File: src/design/dgi_pkg.sv
// shared constants, types and the declination table of the grid interpolator
`default_nettype none

package dgi_pkg;

  // payload widths
  localparam int LAT_W = 18;
  localparam int LON_W = 19;
  localparam int DEC_W = 21;

  // default number of fraction bits on the angle fields
  localparam int ANGLE_FRAC_BITS_DEF = 10;

  // table geometry
  localparam int LAT_ROWS = 13;
  localparam int LON_COLS = 37;
  localparam int ROW_W    = 4;
  localparam int COL_W    = 6;
  localparam int ROM_W    = 8;
  localparam int ROW_MAX  = LAT_ROWS - 2;
  localparam int COL_MAX  = LON_COLS - 2;

  // grid geometry in whole degrees
  localparam int GRID_DEG     = 10;
  localparam int LAT_SPAN_DEG = 90;
  localparam int LON_SPAN_DEG = 180;
  // grid rows between -90 and the first table row at -60
  localparam int ROW_OFS      = 3;

  typedef logic signed [ROM_W-1:0] rom_word_t;
  typedef rom_word_t [LAT_ROWS-1:0] rom_col_t;

  // control group for the divide unit, one load enable per stage
  typedef struct packed {
    logic ld_a;
    logic ld_b;
  } div_ctl_t;

  // declination in whole degrees, row 0 at -60, column 0 at -180
  localparam rom_word_t DEC_ROM [LAT_ROWS][LON_COLS] = '{
    '{ 8'sd46, 8'sd45, 8'sd44, 8'sd42, 8'sd41, 8'sd40, 8'sd38, 8'sd36, 8'sd33, 8'sd28,
       8'sd23, 8'sd16, 8'sd10, 8'sd4, -8'sd1, -8'sd5, -8'sd9, -8'sd14, -8'sd19, -8'sd26,
       -8'sd33, -8'sd40, -8'sd48, -8'sd55, -8'sd61, -8'sd66, -8'sd71, -8'sd74, -8'sd75,
       -8'sd72, -8'sd61, -8'sd25, 8'sd22, 8'sd40, 8'sd45, 8'sd47, 8'sd46 },
    '{ 8'sd30, 8'sd30, 8'sd30, 8'sd30, 8'sd29, 8'sd29, 8'sd29, 8'sd29, 8'sd27, 8'sd24,
       8'sd18, 8'sd11, 8'sd3, -8'sd3, -8'sd9, -8'sd12, -8'sd15, -8'sd17, -8'sd21, -8'sd26,
       -8'sd32, -8'sd39, -8'sd45, -8'sd51, -8'sd55, -8'sd57, -8'sd56, -8'sd53, -8'sd44,
       -8'sd31, -8'sd14, 8'sd0, 8'sd13, 8'sd21, 8'sd26, 8'sd29, 8'sd30 },
    '{ 8'sd21, 8'sd22, 8'sd22, 8'sd22, 8'sd22, 8'sd22, 8'sd22, 8'sd22, 8'sd21, 8'sd18,
       8'sd13, 8'sd5, -8'sd3, -8'sd11, -8'sd17, -8'sd20, -8'sd21, -8'sd22, -8'sd23, -8'sd25,
       -8'sd29, -8'sd35, -8'sd40, -8'sd44, -8'sd45, -8'sd44, -8'sd40, -8'sd32, -8'sd22,
       -8'sd12, -8'sd3, 8'sd3, 8'sd9, 8'sd14, 8'sd18, 8'sd20, 8'sd21 },
    '{ 8'sd16, 8'sd17, 8'sd17, 8'sd17, 8'sd17, 8'sd17, 8'sd16, 8'sd16, 8'sd16, 8'sd13,
       8'sd8, 8'sd0, -8'sd9, -8'sd16, -8'sd21, -8'sd24, -8'sd25, -8'sd25, -8'sd23, -8'sd20,
       -8'sd21, -8'sd24, -8'sd28, -8'sd31, -8'sd31, -8'sd29, -8'sd24, -8'sd17, -8'sd9,
       -8'sd3, 8'sd0, 8'sd4, 8'sd7, 8'sd10, 8'sd13, 8'sd15, 8'sd16 },
    '{ 8'sd12, 8'sd13, 8'sd13, 8'sd13, 8'sd13, 8'sd13, 8'sd12, 8'sd12, 8'sd11, 8'sd9,
       8'sd3, -8'sd4, -8'sd12, -8'sd19, -8'sd23, -8'sd24, -8'sd24, -8'sd22, -8'sd17, -8'sd12,
       -8'sd9, -8'sd10, -8'sd13, -8'sd17, -8'sd18, -8'sd16, -8'sd13, -8'sd8, -8'sd3,
       8'sd0, 8'sd1, 8'sd3, 8'sd6, 8'sd8, 8'sd10, 8'sd12, 8'sd12 },
    '{ 8'sd10, 8'sd10, 8'sd10, 8'sd10, 8'sd10, 8'sd10, 8'sd10, 8'sd9, 8'sd9, 8'sd6,
       8'sd0, -8'sd6, -8'sd14, -8'sd20, -8'sd22, -8'sd22, -8'sd19, -8'sd15, -8'sd10, -8'sd6,
       -8'sd2, -8'sd2, -8'sd4, -8'sd7, -8'sd8, -8'sd8, -8'sd7, -8'sd4, 8'sd0,
       8'sd1, 8'sd1, 8'sd2, 8'sd4, 8'sd6, 8'sd8, 8'sd10, 8'sd10 },
    '{ 8'sd9, 8'sd9, 8'sd9, 8'sd9, 8'sd9, 8'sd9, 8'sd8, 8'sd8, 8'sd7, 8'sd4,
       -8'sd1, -8'sd8, -8'sd15, -8'sd19, -8'sd20, -8'sd18, -8'sd14, -8'sd9, -8'sd5, -8'sd2,
       8'sd0, 8'sd1, 8'sd0, -8'sd2, -8'sd3, -8'sd4, -8'sd3, -8'sd2, 8'sd0,
       8'sd0, 8'sd0, 8'sd1, 8'sd3, 8'sd5, 8'sd7, 8'sd8, 8'sd9 },
    '{ 8'sd8, 8'sd8, 8'sd8, 8'sd9, 8'sd9, 8'sd9, 8'sd8, 8'sd8, 8'sd6, 8'sd2,
       -8'sd3, -8'sd9, -8'sd15, -8'sd18, -8'sd17, -8'sd14, -8'sd10, -8'sd6, -8'sd2, 8'sd0,
       8'sd1, 8'sd2, 8'sd2, 8'sd0, -8'sd1, -8'sd1, -8'sd2, -8'sd1, 8'sd0,
       8'sd0, 8'sd0, 8'sd0, 8'sd1, 8'sd3, 8'sd5, 8'sd7, 8'sd8 },
    '{ 8'sd8, 8'sd9, 8'sd9, 8'sd10, 8'sd10, 8'sd10, 8'sd10, 8'sd8, 8'sd5, 8'sd0,
       -8'sd5, -8'sd11, -8'sd15, -8'sd16, -8'sd15, -8'sd12, -8'sd8, -8'sd4, -8'sd1, 8'sd0,
       8'sd2, 8'sd3, 8'sd2, 8'sd1, 8'sd0, 8'sd0, 8'sd0, 8'sd0, 8'sd0,
       -8'sd1, -8'sd2, -8'sd2, -8'sd1, 8'sd0, 8'sd3, 8'sd6, 8'sd8 },
    '{ 8'sd6, 8'sd9, 8'sd10, 8'sd11, 8'sd12, 8'sd12, 8'sd11, 8'sd9, 8'sd5, 8'sd0,
       -8'sd7, -8'sd12, -8'sd15, -8'sd15, -8'sd13, -8'sd10, -8'sd7, -8'sd3, 8'sd0, 8'sd1,
       8'sd2, 8'sd3, 8'sd3, 8'sd3, 8'sd2, 8'sd1, 8'sd0, 8'sd0, -8'sd1,
       -8'sd3, -8'sd4, -8'sd5, -8'sd5, -8'sd2, 8'sd0, 8'sd3, 8'sd6 },
    '{ 8'sd5, 8'sd8, 8'sd11, 8'sd13, 8'sd15, 8'sd15, 8'sd14, 8'sd11, 8'sd5, -8'sd1,
       -8'sd9, -8'sd14, -8'sd17, -8'sd16, -8'sd14, -8'sd11, -8'sd7, -8'sd3, 8'sd0, 8'sd1,
       8'sd3, 8'sd4, 8'sd5, 8'sd5, 8'sd5, 8'sd4, 8'sd3, 8'sd1, -8'sd1,
       -8'sd4, -8'sd7, -8'sd8, -8'sd8, -8'sd6, -8'sd2, 8'sd1, 8'sd5 },
    '{ 8'sd4, 8'sd8, 8'sd12, 8'sd15, 8'sd17, 8'sd18, 8'sd16, 8'sd12, 8'sd5, -8'sd3,
       -8'sd12, -8'sd18, -8'sd20, -8'sd19, -8'sd16, -8'sd13, -8'sd8, -8'sd4, -8'sd1, 8'sd1,
       8'sd4, 8'sd6, 8'sd8, 8'sd9, 8'sd9, 8'sd9, 8'sd7, 8'sd3, -8'sd1,
       -8'sd6, -8'sd10, -8'sd12, -8'sd11, -8'sd9, -8'sd5, 8'sd0, 8'sd4 },
    '{ 8'sd3, 8'sd9, 8'sd14, 8'sd17, 8'sd20, 8'sd21, 8'sd19, 8'sd14, 8'sd4, -8'sd8,
       -8'sd19, -8'sd25, -8'sd26, -8'sd25, -8'sd21, -8'sd17, -8'sd12, -8'sd7, -8'sd2, 8'sd1,
       8'sd5, 8'sd9, 8'sd13, 8'sd15, 8'sd16, 8'sd16, 8'sd13, 8'sd7, 8'sd0,
       -8'sd7, -8'sd12, -8'sd15, -8'sd14, -8'sd11, -8'sd6, -8'sd1, 8'sd3 }
  };

  // one table column, all latitude rows of a longitude
  function automatic rom_col_t rom_column(input logic [COL_W-1:0] col);
    rom_col_t cv;
    for (int k = 0; k < LAT_ROWS; k++) begin
      cv[k] = DEC_ROM[k][col];
    end
    return cv;
  endfunction

endpackage

`default_nettype wire

File: src/design/dgi_if.sv
// position and declination channel interfaces of the grid interpolator
`default_nettype none

interface dgi_in_if import dgi_pkg::*; ();
  logic                    valid;
  logic                    ready;
  logic signed [LAT_W-1:0] latitude;
  logic signed [LON_W-1:0] longitude;

  modport source (output valid, latitude, longitude, input ready);
  modport sink   (input valid, latitude, longitude, output ready);
endinterface

interface dgi_out_if import dgi_pkg::*; ();
  logic                    valid;
  logic                    ready;
  logic signed [DEC_W-1:0] declination;
  logic                    out_of_range;
  logic                    saturated;

  modport source (output valid, declination, out_of_range, saturated, input ready);
  modport sink   (input valid, declination, out_of_range, saturated, output ready);
endinterface

`default_nettype wire

File: src/design/dgi_div25.sv
// two stage floor division by 25 through a reciprocal multiply and a one step fix
`default_nettype none

module dgi_div25 import dgi_pkg::*; #(
  parameter int ANGLE_FRAC_BITS = ANGLE_FRAC_BITS_DEF
) (
  input  logic                                clk,
  input  div_ctl_t                            ctl,
  input  logic signed [ANGLE_FRAC_BITS+20:0]  num,
  output logic signed [ANGLE_FRAC_BITS+17:0]  quo
);

  localparam int XW = ANGLE_FRAC_BITS + 21;
  localparam int SH = XW;
  localparam int MW = SH - 3;
  localparam int PW = XW + MW;
  localparam int QW = ANGLE_FRAC_BITS + 18;
  localparam int RW = QW + 6;

  localparam logic signed [MW-1:0] RECIP  = MW'(((64'd1 << SH) + 64'd24) / 64'd25);
  localparam logic signed [RW-1:0] DIV_K  = RW'(25);
  localparam logic signed [QW-1:0] Q_ONE  = QW'(1);

  logic signed [PW-1:0] prod_r;
  logic signed [XW-1:0] num_r;
  logic signed [QW-1:0] est;
  logic signed [RW-1:0] rem;
  logic signed [QW-1:0] q_nxt;
  logic signed [QW-1:0] q_r;

  // stage a: multiply by the reciprocal
  always_ff @(posedge clk) begin
    if (ctl.ld_a) begin
      prod_r <= PW'(num) * PW'(RECIP);
      num_r  <= num;
    end
  end

  // stage b: estimate is within one of the floor quotient, fix it by the remainder
  always_comb begin
    est   = prod_r[PW-1:SH];
    rem   = RW'(num_r) - RW'(est) * DIV_K;
    q_nxt = est;
    if (rem < 0) begin
      q_nxt = est - Q_ONE;
    end else if (rem >= DIV_K) begin
      q_nxt = est + Q_ONE;
    end
  end

  always_ff @(posedge clk) begin
    if (ctl.ld_b) begin
      q_r <= q_nxt;
    end
  end

  assign quo = q_r;

endmodule

`default_nettype wire

File: src/design/declination_grid_interpolator.sv
// magnetic declination from position by bilinear interpolation on a 10 degree grid
//
//   channel  dir  handshake        word
//   in_ch    in   valid / ready    latitude[17:0], longitude[18:0]
//   out_ch   out  valid / ready    declination[20:0], out_of_range, saturated
//
// nine register stages: grid index, offsets and column fetch, corner select and u*v,
// products, linear sum, scaled sum, two divide stages and the output register
// one word per cycle sustained while the output is ready
// each stage loads when it is empty or the stage after it loads, so bubbles close up
// under a stall and the input keeps taking words until every stage holds one
// rst_n is synchronous and clears the valid bits; the datapath is not reset
`default_nettype none

module declination_grid_interpolator import dgi_pkg::*; #(
  parameter int ANGLE_FRAC_BITS = ANGLE_FRAC_BITS_DEF
) (
  input  logic        clk,
  input  logic        rst_n,
  dgi_in_if.sink      in_ch,
  dgi_out_if.source   out_ch
);

  localparam int F    = ANGLE_FRAC_BITS;
  localparam int ONE  = 1 << F;
  localparam int D    = GRID_DEG * ONE;
  localparam int RND  = (GRID_DEG * GRID_DEG / 2) * ONE;
  localparam int NST  = 9;

  // widths
  localparam int EW   = (F + 10 > LON_W + 1) ? F + 10 : LON_W + 1;
  localparam int LOW  = F + 8;
  localparam int OOW  = F + 9;
  localparam int UW   = F + 5;
  localparam int VW   = F + 7;
  localparam int DFW  = ROM_W + 1;
  localparam int AW   = ROM_W + 2;
  localparam int UVW  = 2 * F + 12;
  localparam int M1W  = 2 * F + 22;
  localparam int M2W  = F + 14;
  localparam int M3W  = F + 16;
  localparam int LW   = F + 17;
  localparam int NW   = 2 * F + 23;
  localparam int XW   = F + 21;
  localparam int QW   = F + 18;

  localparam logic signed [EW-1:0] LAT_HI = EW'(LAT_SPAN_DEG * ONE);
  localparam logic signed [EW-1:0] LAT_LO = -LAT_HI;
  localparam logic signed [EW-1:0] LON_HI = EW'(LON_SPAN_DEG * ONE);
  localparam logic signed [EW-1:0] LON_LO = -LON_HI;
  localparam logic [16:0] DIV10_K   = 17'd205;
  localparam int          DIV10_SH  = 11;
  localparam logic [4:0]  ROW_OFS_C = 5'(ROW_OFS);
  localparam logic [4:0]  ROW_MAX_C = 5'(ROW_MAX);
  localparam logic [5:0]  COL_MAX_C = 6'(COL_MAX);
  localparam logic signed [QW-1:0] Q_MAX = QW'((1 << (DEC_W - 1)) - 1);
  localparam logic signed [QW-1:0] Q_MIN = -QW'(1 << (DEC_W - 1));

  // handshake and stage control
  logic [NST-1:0] vld_r;
  logic [NST-1:0] ld;
  logic [NST-2:0] oor_r;
  logic           in_acc;
  logic           out_acc;
  div_ctl_t       div_ctl;

  always_comb begin
    ld[NST-1] = !vld_r[NST-1] || out_ch.ready;
    for (int k = NST - 2; k >= 0; k--) begin
      ld[k] = !vld_r[k] || ld[k+1];
    end
  end

  assign in_ch.ready  = ld[0] && rst_n;
  assign in_acc       = in_ch.valid && in_ch.ready;
  assign out_acc      = out_ch.valid && out_ch.ready;
  assign div_ctl.ld_a = ld[6];
  assign div_ctl.ld_b = ld[7];

  // valid bits and the out of range flag travel with the word
  always_ff @(posedge clk) begin
    if (!rst_n) begin
      vld_r <= '0;
    end else begin
      if (ld[0]) begin
        vld_r[0] <= in_acc;
      end
      for (int k = 1; k < NST; k++) begin
        if (ld[k]) begin
          vld_r[k] <= vld_r[k-1];
        end
      end
    end
  end

  // stage 1: range check, offsets from the south west corner, grid index
  logic signed [EW-1:0] lat_x, lon_x, lat_off, lon_off;
  logic                 oor_nxt;
  logic [16:0]          lat_q, lon_q;
  logic [4:0]           row_raw;
  logic [5:0]           col_raw;
  logic [ROW_W-1:0]     row_nxt;
  logic [COL_W-1:0]     col_nxt;
  logic [LOW-1:0]       lat_off_r;
  logic [OOW-1:0]       lon_off_r;
  logic [ROW_W-1:0]     row_r1;
  logic [COL_W-1:0]     col_r1;

  always_comb begin
    lat_x   = EW'(in_ch.latitude);
    lon_x   = EW'(in_ch.longitude);
    oor_nxt = (lat_x < LAT_LO) || (lat_x > LAT_HI) || (lon_x < LON_LO) || (lon_x > LON_HI);
    lat_off = lat_x + LAT_HI;
    lon_off = lon_x + LON_HI;
    // whole degrees divided by ten through a reciprocal multiply
    lat_q   = 17'(lat_off[LOW-1:F]) * DIV10_K;
    lon_q   = 17'(lon_off[OOW-1:F]) * DIV10_K;
    row_raw = lat_q[DIV10_SH+4:DIV10_SH];
    col_raw = lon_q[DIV10_SH+5:DIV10_SH];
    if (row_raw < ROW_OFS_C) begin
      row_nxt = '0;
    end else if (row_raw - ROW_OFS_C > ROW_MAX_C) begin
      row_nxt = ROW_W'(ROW_MAX);
    end else begin
      row_nxt = ROW_W'(row_raw - ROW_OFS_C);
    end
    col_nxt = (col_raw > COL_MAX_C) ? COL_W'(COL_MAX) : col_raw;
  end

  always_ff @(posedge clk) begin
    if (ld[0]) begin
      lat_off_r <= lat_off[LOW-1:0];
      lon_off_r <= lon_off[OOW-1:0];
      row_r1    <= row_nxt;
      col_r1    <= col_nxt;
    end
  end

  // stage 2: position inside the cell, fetch two table columns
  logic [OOW-1:0]         u_full;
  logic [LOW:0]           v_full;
  logic signed [UW-1:0]   u_nxt, u_r2;
  logic signed [VW-1:0]   v_nxt, v_r2;
  logic [ROW_W-1:0]       row_r2;
  rom_col_t               cola_r, colb_r;

  always_comb begin
    u_full = lon_off_r - OOW'(col_r1) * OOW'(D);
    v_full = {1'b0, lat_off_r} - (LOW+1)'(row_r1 + ROW_W'(ROW_OFS)) * (LOW+1)'(D);
    u_nxt  = {1'b0, u_full[UW-2:0]};
    v_nxt  = v_full[VW-1:0];
  end

  always_ff @(posedge clk) begin
    if (ld[1]) begin
      u_r2     <= u_nxt;
      v_r2     <= v_nxt;
      row_r2   <= row_r1;
      cola_r   <= rom_column(col_r1);
      colb_r   <= rom_column(col_r1 + COL_W'(1));
    end
  end

  // stage 3: pick the four corners, differences and u*v
  rom_word_t               sw, se, nw, ne;
  logic [ROW_W-1:0]        row_up;
  logic signed [DFW-1:0]   ds_nxt, dn_nxt, ds_r3, dn_r3;
  logic signed [AW-1:0]    a_nxt, a_r3;
  logic signed [UVW-1:0]   uv_r3;
  logic signed [UW-1:0]    u_r3;
  logic signed [VW-1:0]    v_r3;
  rom_word_t               sw_r3;

  always_comb begin
    row_up = row_r2 + ROW_W'(1);
    sw     = cola_r[row_r2];
    nw     = cola_r[row_up];
    se     = colb_r[row_r2];
    ne     = colb_r[row_up];
    ds_nxt = DFW'(se) - DFW'(sw);
    dn_nxt = DFW'(nw) - DFW'(sw);
    a_nxt  = AW'(ne) - AW'(nw) - AW'(se) + AW'(sw);
  end

  always_ff @(posedge clk) begin
    if (ld[2]) begin
      ds_r3    <= ds_nxt;
      dn_r3    <= dn_nxt;
      a_r3     <= a_nxt;
      sw_r3    <= sw;
      u_r3     <= u_r2;
      v_r3     <= v_r2;
      uv_r3    <= UVW'(u_r2) * UVW'(v_r2);
    end
  end

  // stage 4: the three products
  logic signed [M1W-1:0] m1_r4;
  logic signed [M2W-1:0] m2_r4;
  logic signed [M3W-1:0] m3_r4;
  rom_word_t             sw_r4;

  always_ff @(posedge clk) begin
    if (ld[3]) begin
      m1_r4    <= M1W'(uv_r3) * M1W'(a_r3);
      m2_r4    <= M2W'(u_r3) * M2W'(ds_r3);
      m3_r4    <= M3W'(v_r3) * M3W'(dn_r3);
      sw_r4    <= sw_r3;
    end
  end

  // stage 5: linear part sw*D + u*ds + v*dn
  logic signed [LW-1:0]  lin_r5;
  logic signed [M1W-1:0] m1_r5;

  always_ff @(posedge clk) begin
    if (ld[4]) begin
      lin_r5   <= LW'(sw_r4) * LW'(D) + LW'(m2_r4) + LW'(m3_r4);
      m1_r5    <= m1_r4;
    end
  end

  // stage 6: full sum with rounding, drop the power of two part of the divisor
  logic signed [NW-1:0] n_nxt;
  logic signed [XW-1:0] x_r6;

  assign n_nxt = NW'(lin_r5) * NW'(D) + NW'(m1_r5) + NW'(RND);

  always_ff @(posedge clk) begin
    if (ld[5]) begin
      x_r6     <= n_nxt[NW-1:F+2];
    end
  end

  // stages 7 and 8: floor division by 25
  logic signed [QW-1:0] quo;

  dgi_div25 #(
    .ANGLE_FRAC_BITS (ANGLE_FRAC_BITS)
  ) u_div (
    .clk (clk),
    .ctl (div_ctl),
    .num (x_r6),
    .quo (quo)
  );

  // out of range flag shifts along with the valid bits
  always_ff @(posedge clk) begin
    if (ld[0]) begin
      oor_r[0] <= oor_nxt;
    end
    for (int k = 1; k < NST - 1; k++) begin
      if (ld[k]) begin
        oor_r[k] <= oor_r[k-1];
      end
    end
  end

  // output register: saturate, or zero for an invalid position
  logic signed [DEC_W-1:0] dec_nxt, dec_r;
  logic                    sat_nxt, sat_r, oor_out_r;

  always_comb begin
    if (oor_r[7]) begin
      dec_nxt = '0;
      sat_nxt = 1'b0;
    end else if (quo > Q_MAX) begin
      dec_nxt = Q_MAX[DEC_W-1:0];
      sat_nxt = 1'b1;
    end else if (quo < Q_MIN) begin
      dec_nxt = Q_MIN[DEC_W-1:0];
      sat_nxt = 1'b1;
    end else begin
      dec_nxt = quo[DEC_W-1:0];
      sat_nxt = 1'b0;
    end
  end

  always_ff @(posedge clk) begin
    if (ld[8]) begin
      dec_r     <= dec_nxt;
      sat_r     <= sat_nxt;
      oor_out_r <= oor_r[7];
    end
  end

  assign out_ch.valid        = vld_r[NST-1];
  assign out_ch.declination  = dec_r;
  assign out_ch.out_of_range = oor_out_r;
  assign out_ch.saturated    = sat_r;

  // words in flight change only by accepts and deliveries
  a_count: assert property (@(posedge clk) disable iff (!rst_n)
    $past(rst_n) |-> $countones(vld_r) ==
      $countones($past(vld_r)) + int'($past(in_acc)) - int'($past(out_acc)))
    else $error("pipeline word count out of step with handshakes");

  // input only backs off when every stage holds a word
  a_full: assert property (@(posedge clk)
    rst_n && !in_ch.ready |-> &vld_r)
    else $error("input stalled with a free stage");

  // reset empties the pipeline
  a_reset: assert property (@(posedge clk)
    !rst_n |=> !out_ch.valid)
    else $error("result valid right after reset");

  // a clipped result sits at a range limit and never on an invalid position
  a_sat: assert property (@(posedge clk) disable iff (!rst_n)
    out_ch.valid && out_ch.saturated |->
      !out_ch.out_of_range &&
      (out_ch.declination == Q_MAX[DEC_W-1:0] || out_ch.declination == Q_MIN[DEC_W-1:0]))
    else $error("saturated flag without a limit value");

endmodule

`default_nettype wire
File: src/flat_wrapper.sv
// flat-port wrapper written by rule: the top's interface ports become plain ports
module declination_grid_interpolator_flat import dgi_pkg::*;
#(
  parameter int ANGLE_FRAC_BITS = ANGLE_FRAC_BITS_DEF
)
  (clk, rst_n, in_ch_valid, in_ch_latitude, in_ch_longitude, in_ch_ready, out_ch_valid, out_ch_declination, out_ch_out_of_range, out_ch_saturated, out_ch_ready);
  dgi_in_if in_ch_i ();
  dgi_out_if out_ch_i ();
  input  logic clk;
  input  logic rst_n;
  input wire logic [$bits(in_ch_i.valid)-1:0] in_ch_valid;
  input wire logic [$bits(in_ch_i.latitude)-1:0] in_ch_latitude;
  input wire logic [$bits(in_ch_i.longitude)-1:0] in_ch_longitude;
  output wire logic [$bits(in_ch_i.ready)-1:0] in_ch_ready;
  output wire logic [$bits(out_ch_i.valid)-1:0] out_ch_valid;
  output wire logic [$bits(out_ch_i.declination)-1:0] out_ch_declination;
  output wire logic [$bits(out_ch_i.out_of_range)-1:0] out_ch_out_of_range;
  output wire logic [$bits(out_ch_i.saturated)-1:0] out_ch_saturated;
  input wire logic [$bits(out_ch_i.ready)-1:0] out_ch_ready;
  assign in_ch_i.valid = in_ch_valid;
  assign in_ch_i.latitude = in_ch_latitude;
  assign in_ch_i.longitude = in_ch_longitude;
  assign in_ch_ready = in_ch_i.ready;
  assign out_ch_valid = out_ch_i.valid;
  assign out_ch_declination = out_ch_i.declination;
  assign out_ch_out_of_range = out_ch_i.out_of_range;
  assign out_ch_saturated = out_ch_i.saturated;
  assign out_ch_i.ready = out_ch_ready;
  declination_grid_interpolator #(.ANGLE_FRAC_BITS(ANGLE_FRAC_BITS)) u_core (.clk(clk), .rst_n(rst_n), .in_ch(in_ch_i), .out_ch(out_ch_i));
endmodule
File: config.mk
export PLATFORM = sky130hd
export DESIGN_NAME = declination_grid_interpolator_flat
export DESIGN_NICKNAME = d
export VERILOG_FILES = /design/src/design/dgi_pkg.sv /design/src/design/dgi_if.sv /design/src/design/dgi_div25.sv /design/src/design/declination_grid_interpolator.sv /design/src/flat_wrapper.sv
export SDC_FILE = /design/constraint.sdc
export NUM_CORES = 2
export LEC_CHECK = 0
export BUFFER_PORTS_ARGS = -buffer_cell sky130_fd_sc_hd__buf_2
export CAP_MARGIN = 20
export CORE_MARGIN = 4
export CORE_UTILIZATION = 55
export DETAILED_ROUTE_END_ITERATION = 16
export GPL_ROUTABILITY_DRIVEN = 0
export PLACE_DENSITY = 0.71
export SETUP_SLACK_MARGIN = 0.5
export SLEW_MARGIN = 15
export SYNTH_ARGS = -nofsm -noshare
export SYNTH_HDL_FRONTEND = slang
export SYNTH_SLANG_ARGS = --single-unit
File: constraint.sdc
create_clock -name clk -period 10.6 [get_ports clk]
set_clock_uncertainty 0.1 [all_clocks]
set_input_delay 1.06 -clock clk [delete_from_list [all_inputs] [get_ports clk]]
set_output_delay 1.06 -clock clk [all_outputs]
set_load 0.01 [all_outputs]
**Word-level counts from Yosys, hierarchy flattened**

Memory sizes are Yosys's and may differ from the RTL's. A register that Yosys moved wholly into a read port is not among the register bits.
Cells that the tools add are included.

- Bits in registers: 532
- Memory bits (read-only): 13312
- Input bits: 41
- Word-level logic and storage cells: 159
- Memories kept: 26

- Add/sub/neg operators: 20
- Multiply operators: 12
- $lt $le $gt $ge: 13
- Mux-type cells: 15
- Bitwise operators: 2
- Reductions and logical operators: 25

Memories:

| memory | depth | width | read ports | clocked after Yosys merged registers in | write ports | RTL line | text |
|---|---|---|---|---|---|---|---|
| (name not given) | 64 | 8 | 1 | 1 | 0 | dgi_pkg.sv:99 | `cv[k] = DEC_ROM[k][col];` |
| (name not given) | 64 | 8 | 1 | 1 | 0 | dgi_pkg.sv:99 |  |
| (name not given) | 64 | 8 | 1 | 1 | 0 | dgi_pkg.sv:99 |  |
| (name not given) | 64 | 8 | 1 | 1 | 0 | dgi_pkg.sv:99 |  |
| (name not given) | 64 | 8 | 1 | 1 | 0 | dgi_pkg.sv:99 |  |
| (name not given) | 64 | 8 | 1 | 1 | 0 | dgi_pkg.sv:99 |  |
| 20 more memories | - | - | - | - | - | - |  |

Operators with widths:

| operator | count |
|---|---|
| binary-select mux 8 bit (select 4 bit) | 4 |
| multiplier 31 x 27 -> 58 bit (second input constant) | 1 |
| 2-to-1 mux 28 bit | 2 |
| adder 42 x 42 -> 43 bit | 1 |
| adder 43 x 17 -> 43 bit (second input constant) | 1 |
| multiplier 32 x 10 -> 42 bit | 1 |
| >= comparator 34 x 6 -> 1 bit (second input constant) | 1 |
| < comparator 34 x 1 -> 1 bit (second input constant) | 1 |
| multiplier 28 x 6 -> 34 bit (second input constant) | 1 |
| subtractor 31 x 34 -> 34 bit | 1 |
| multiplier 15 x 17 -> 32 bit | 1 |
| 2-to-1 mux 8 bit | 4 |
| multiplier 27 x 4 -> 31 bit (second input constant) | 1 |
| adder 28 x 2 -> 28 bit (second input constant) | 1 |
| > comparator 28 x 21 -> 1 bit (second input constant) | 1 |
| < comparator 28 x 21 -> 1 bit (second input constant) | 1 |
| subtractor 28 x 2 -> 28 bit (second input constant) | 1 |
| adder 27 x 26 -> 27 bit | 1 |
| subtractor 8 x 8 -> 9 bit | 3 |
| multiplier 17 x 9 -> 26 bit | 1 |
| adder 23 x 24 -> 25 bit | 1 |
| multiplier 15 x 9 -> 24 bit | 1 |
| 2-to-1 mux 21 bit | 1 |
| 2-to-1 mux 20 bit | 1 |
| other kinds (30) | 54 |

**Logic depth before layout (Yosys ltp)**

- Depth in word-level cells: 12
- Gate-level depth with buffers: 26
- Depth with buffers taken out: 26

**By module**

Synthesis repeated with hierarchy kept, for this count alone.

- Cells, all modules: 8962
- Area total of the unflattened synthesis: 87243.7 sq um

Modules (own cells, without submodules):

| module | instances | cells each | area each (sq um) | seq. area each (sq um) |
|---|---|---|---|---|
| declination_grid_interpolator | 1 | 6521 | 64115.2 | 16515.8 |
| dgi_div25 | 1 | 2441 | 23128.4 | 2612.5 |

**Worst setup path before layout**

No wires, ideal clock.

- Path type: flip-flop to flip-flop
- From: reg u_core.x_r6[10]
- To: reg u_core.u_div.prod_r[58], data pin
- Arrival time: 6.584 ns
- Data required time: 10.240 ns
- Setup slack: 3.656 ns
- Stages on the path, launching flop included: 25
- Path buffers: 0
- Path through: edfxtp_1 > ha_1 > fa_1 > fa_1 > inv_1 > fa_1 > inv_1 > fa_1 > fa_1 > inv_1 > fa_1 > inv_1 > ha_1 > nand2_1 > o21ai_0 > o211ai_1 > nor2_1 > a21oi_2 > a2111oi_0 > o31a_1 > o211a_1 > o21ai_1 > o31a_1 > o21bai_1 > xnor2_1

- Word-level cells in the longest chain between the ends: 1

RTL lines:

| item | RTL line | text |
|---|---|---|
| from (decl) | declination_grid_interpolator.sv:225 | `logic signed [XW-1:0] x_r6;` |
| from (signal assigned) | declination_grid_interpolator.sv:231 | `x_r6 <= n_nxt[NW-1:F+2];` |
| multiplier 31 x 27 -> 58 bit | dgi_div25.sv:34 | `prod_r <= PW'(num) * PW'(RECIP);` |
| to (signal assigned) | dgi_div25.sv:34 |  |
| to (decl) | dgi_div25.sv:24 | `logic signed [PW-1:0] prod_r;` |

No other way between the ends.
A chain may end at the register's enable or synchronous reset.

**Worst setup path after layout**

- From: reg u_core.x_r6[10]
- To: reg u_core.u_div.prod_r[56], data pin

The elaborated chain is that of the path after synthesis.

==> flow_summary.yaml <==
status:
  outcome: "finished, final reports clean"
floorplan:
  die_h_um: 403
  core_area_mm2: 0.155
  start_util: 0.555
  die-area_mm2: 0.163
  row_count: 144
  ios: 66
  die-width_um: 403
sta:
  worstMarginPinSlew_ps: 1160
  post-route-period-util: 0.789
  slew_violations: 0
  slew_headroom: 0.225
  tns_ps: 0
  finalHoldViolCount: 0
  fmax_mhz: 120
  min_period_ps: 8360
  finalSetupViolCount: 0
  rsz0062_at_grt: "false"
setup_path:
  cp-end-kind: "register"
  crit_buf_inv: 4
  reg2reg_depth: 24
  path_cells: "ha_1 > fa_1 > fa_1 > inv_1 > fa_1 > inv_1 > fa_1 > fa_1 > inv_1 > fa_1 > inv_1 > ha_1 > nand2_1 > o21ai_0 > o211ai_1 > nor2_1 > a21oi_2 > a2111oi_0 > o31a_1 > o211a_1 > o21ai_1 > o21ai_1 > or4_1 > nand4_1"
  crit_type: "register to register"
  critical_path_required_ps: 10920
  critPathLaunchType: "register"
  cpMostUsedCell: "fa_1"
  critical_path.max_stage_delay_ps: 980
  critical_path_peak_fanout: 6
  cp_top_family: "adder cells"
  crit_slowest_cell: "a2111oi_0"
  critPathArrivalTime_ps: 8680
  crit_cells: 24
place:
  hpwlAfterDp_um: 174000
  io_buffers: 65
detailed_routing:
  antenna_left: 0
  routed_wl_um: 219000
  drc: 0
  drt_iter0_drc: 6279
  vias: 62400
  post_drt_wl_per_cell_um: 20.4
  drtPass1Iterations: 11
  viasPerCell: 5.83
cts:
  worstSkewPairLatency_ps: 690
  cts.sinks: 640
  cts_setup_buffers: 0
  path_clk_slew_ps: 60
  cts_made_buffers: 76
  cts_hold_buf: 0
  cts_tree: "yes"
  htreeDepth: 3
  clockBufferDepth: 3
  clock-root-buffer: "clkbuf_16"
  cts_resized: 0
synthesis:
  ys_seq_elements: 640
  netlist_area_mm2: 0.0859
  async_flop_share: 0
  synth_top_area_share: 0.265
  synth-edff-count: 631
  syn_nets: 10900
  synth.distinct_cells: 94
  syn-mean-instance-area_um2: 9.86
  synth_seq_area_share: 0.223
  syn_inst: 8720
  synth_top_area_cell: "fa_1"
  synth.area.top_cells: "fa_1 27%, edfxtp_1 22%, ha_1 15%"
  yosysWarningCount: 0
  synth_top_flop_cell: "edfxtp_1"
grt:
  grt_start_max_net_pins: 161
  track_usage: 0.273
  antenna_found_initial: 9
  grt-ovfl-total: 0
  grt_pass1_vias: 65500
  grt_pass1_wl_um: 353000
finish:
  final_common_cell: "inv_1"
  fin_util: 0.586
  nNetsFinal: 10800
  area_growth_pct: 5.58
  mostFrequentLayoutCells: "1,746 x inv_1, 1,139 x fa_1, 1,030 x ha_1"
  drive_gt1_frac: 0.0470
hold_path:
  min_path_cells: 0
  hp-class: "register to register"
job:
  cap_violations: 0
[stage by stage]
step                area [um2]  instances  hold slack [ps]  setup WS, ps
finish                   90700      10700              293          2240
global route             90700      10700              307          1820
CTS                      90700      10700              296          2250
detailed placement       88200      10600              305          2240
global placement         88200      10600              301          2450
floorplan                85900       8720              300          3660
[Yosys cell counts, types with 82 or more instances]
master / count
nor3_1: 82
a21o_1: 113
clkbuf_1: 275
nand2_1: 779
xor2_1: 90
fa_1: 1139
a21oi_1: 399
xnor2_1: 266
o21ai_0: 267
ha_1: 1032
nor2_1: 367
edfxtp_1: 631
and2_1: 424
inv_1: 1749
nand3_1: 124
[registers in the layout, summed over array words and instances, names as in the netlist, 31 cells and up]
| register | count |
|---|---|
| u_core.cola_r | 80 |
| u_core.colb_r | 80 |
| u_core.uv_r3 | 32 |
| u_core.m1_r4 | 31 |
| u_core.m1_r5 | 31 |
| u_core.u_div.num_r | 31 |
| u_core.x_r6 | 31 |
[per-layer routing]
metal  vias to the layer above  GRT usage  routed length, um
li1                      28200          -                  -
met1                     30800      0.345              84700
met2                      2774      0.450             103000
met3                       689     0.0597              19200
met4                        10      0.130              12200
met5                         -          0                 63
[path summary, 6_finish.rpt]
check / from / to / slack, ps
max reg2reg: u_core.x_r6[10]$_DFFE_PP_ / u_core.u_div.prod_r[56]$_DFFE_PP_ / 2240
min reg2reg: u_core.m1_r4[37]$_DFFE_PP_ / u_core.m1_r5[37]$_DFFE_PP_ / 290
min: u_core.m1_r4[37]$_DFFE_PP_ / u_core.m1_r5[37]$_DFFE_PP_ / 290
max: u_core.x_r6[10]$_DFFE_PP_ / u_core.u_div.prod_r[56]$_DFFE_PP_ / 2240
[cells by family (layout without fill, tap and decap cells)]
logic type | count (synthesis) | after routing | synth area share
buffers and inverters | 2081 | 2024 | 0.0911
flip-flops | 640 | 640 | 0.223
adder cells (fa/ha/maj) | 2172 | 2172 | 0.416
AND/OR/NAND/NOR | 2053 | 2053 | 0.114
other | 0 | 4 | 0
XOR/XNOR | 356 | 356 | 0.0363
AO/OA/AOI/OAI | 1306 | 1306 | 0.0967
multiplexers | 112 | 112 | 0.0237
[cell type report]
| type | instances | area, um2 |
|---|---|---|
| fill | 13000 | 64000 |
| multi-input combinational | 5999 | 59100 |
| sequential | 640 | 19100 |
| inverter | 1753 | 6580 |
| tap | 2044 | 2560 |
| clock buffer | 89 | 1970 |
| timing repair buffer | 131 | 853 |
| clock inverter | 51 | 571 |
| antenna | 4 | 10.0 |
Power is not shown: default switching activity piles up to over one toggle a cycle in this logic, so the estimate is an artifact.
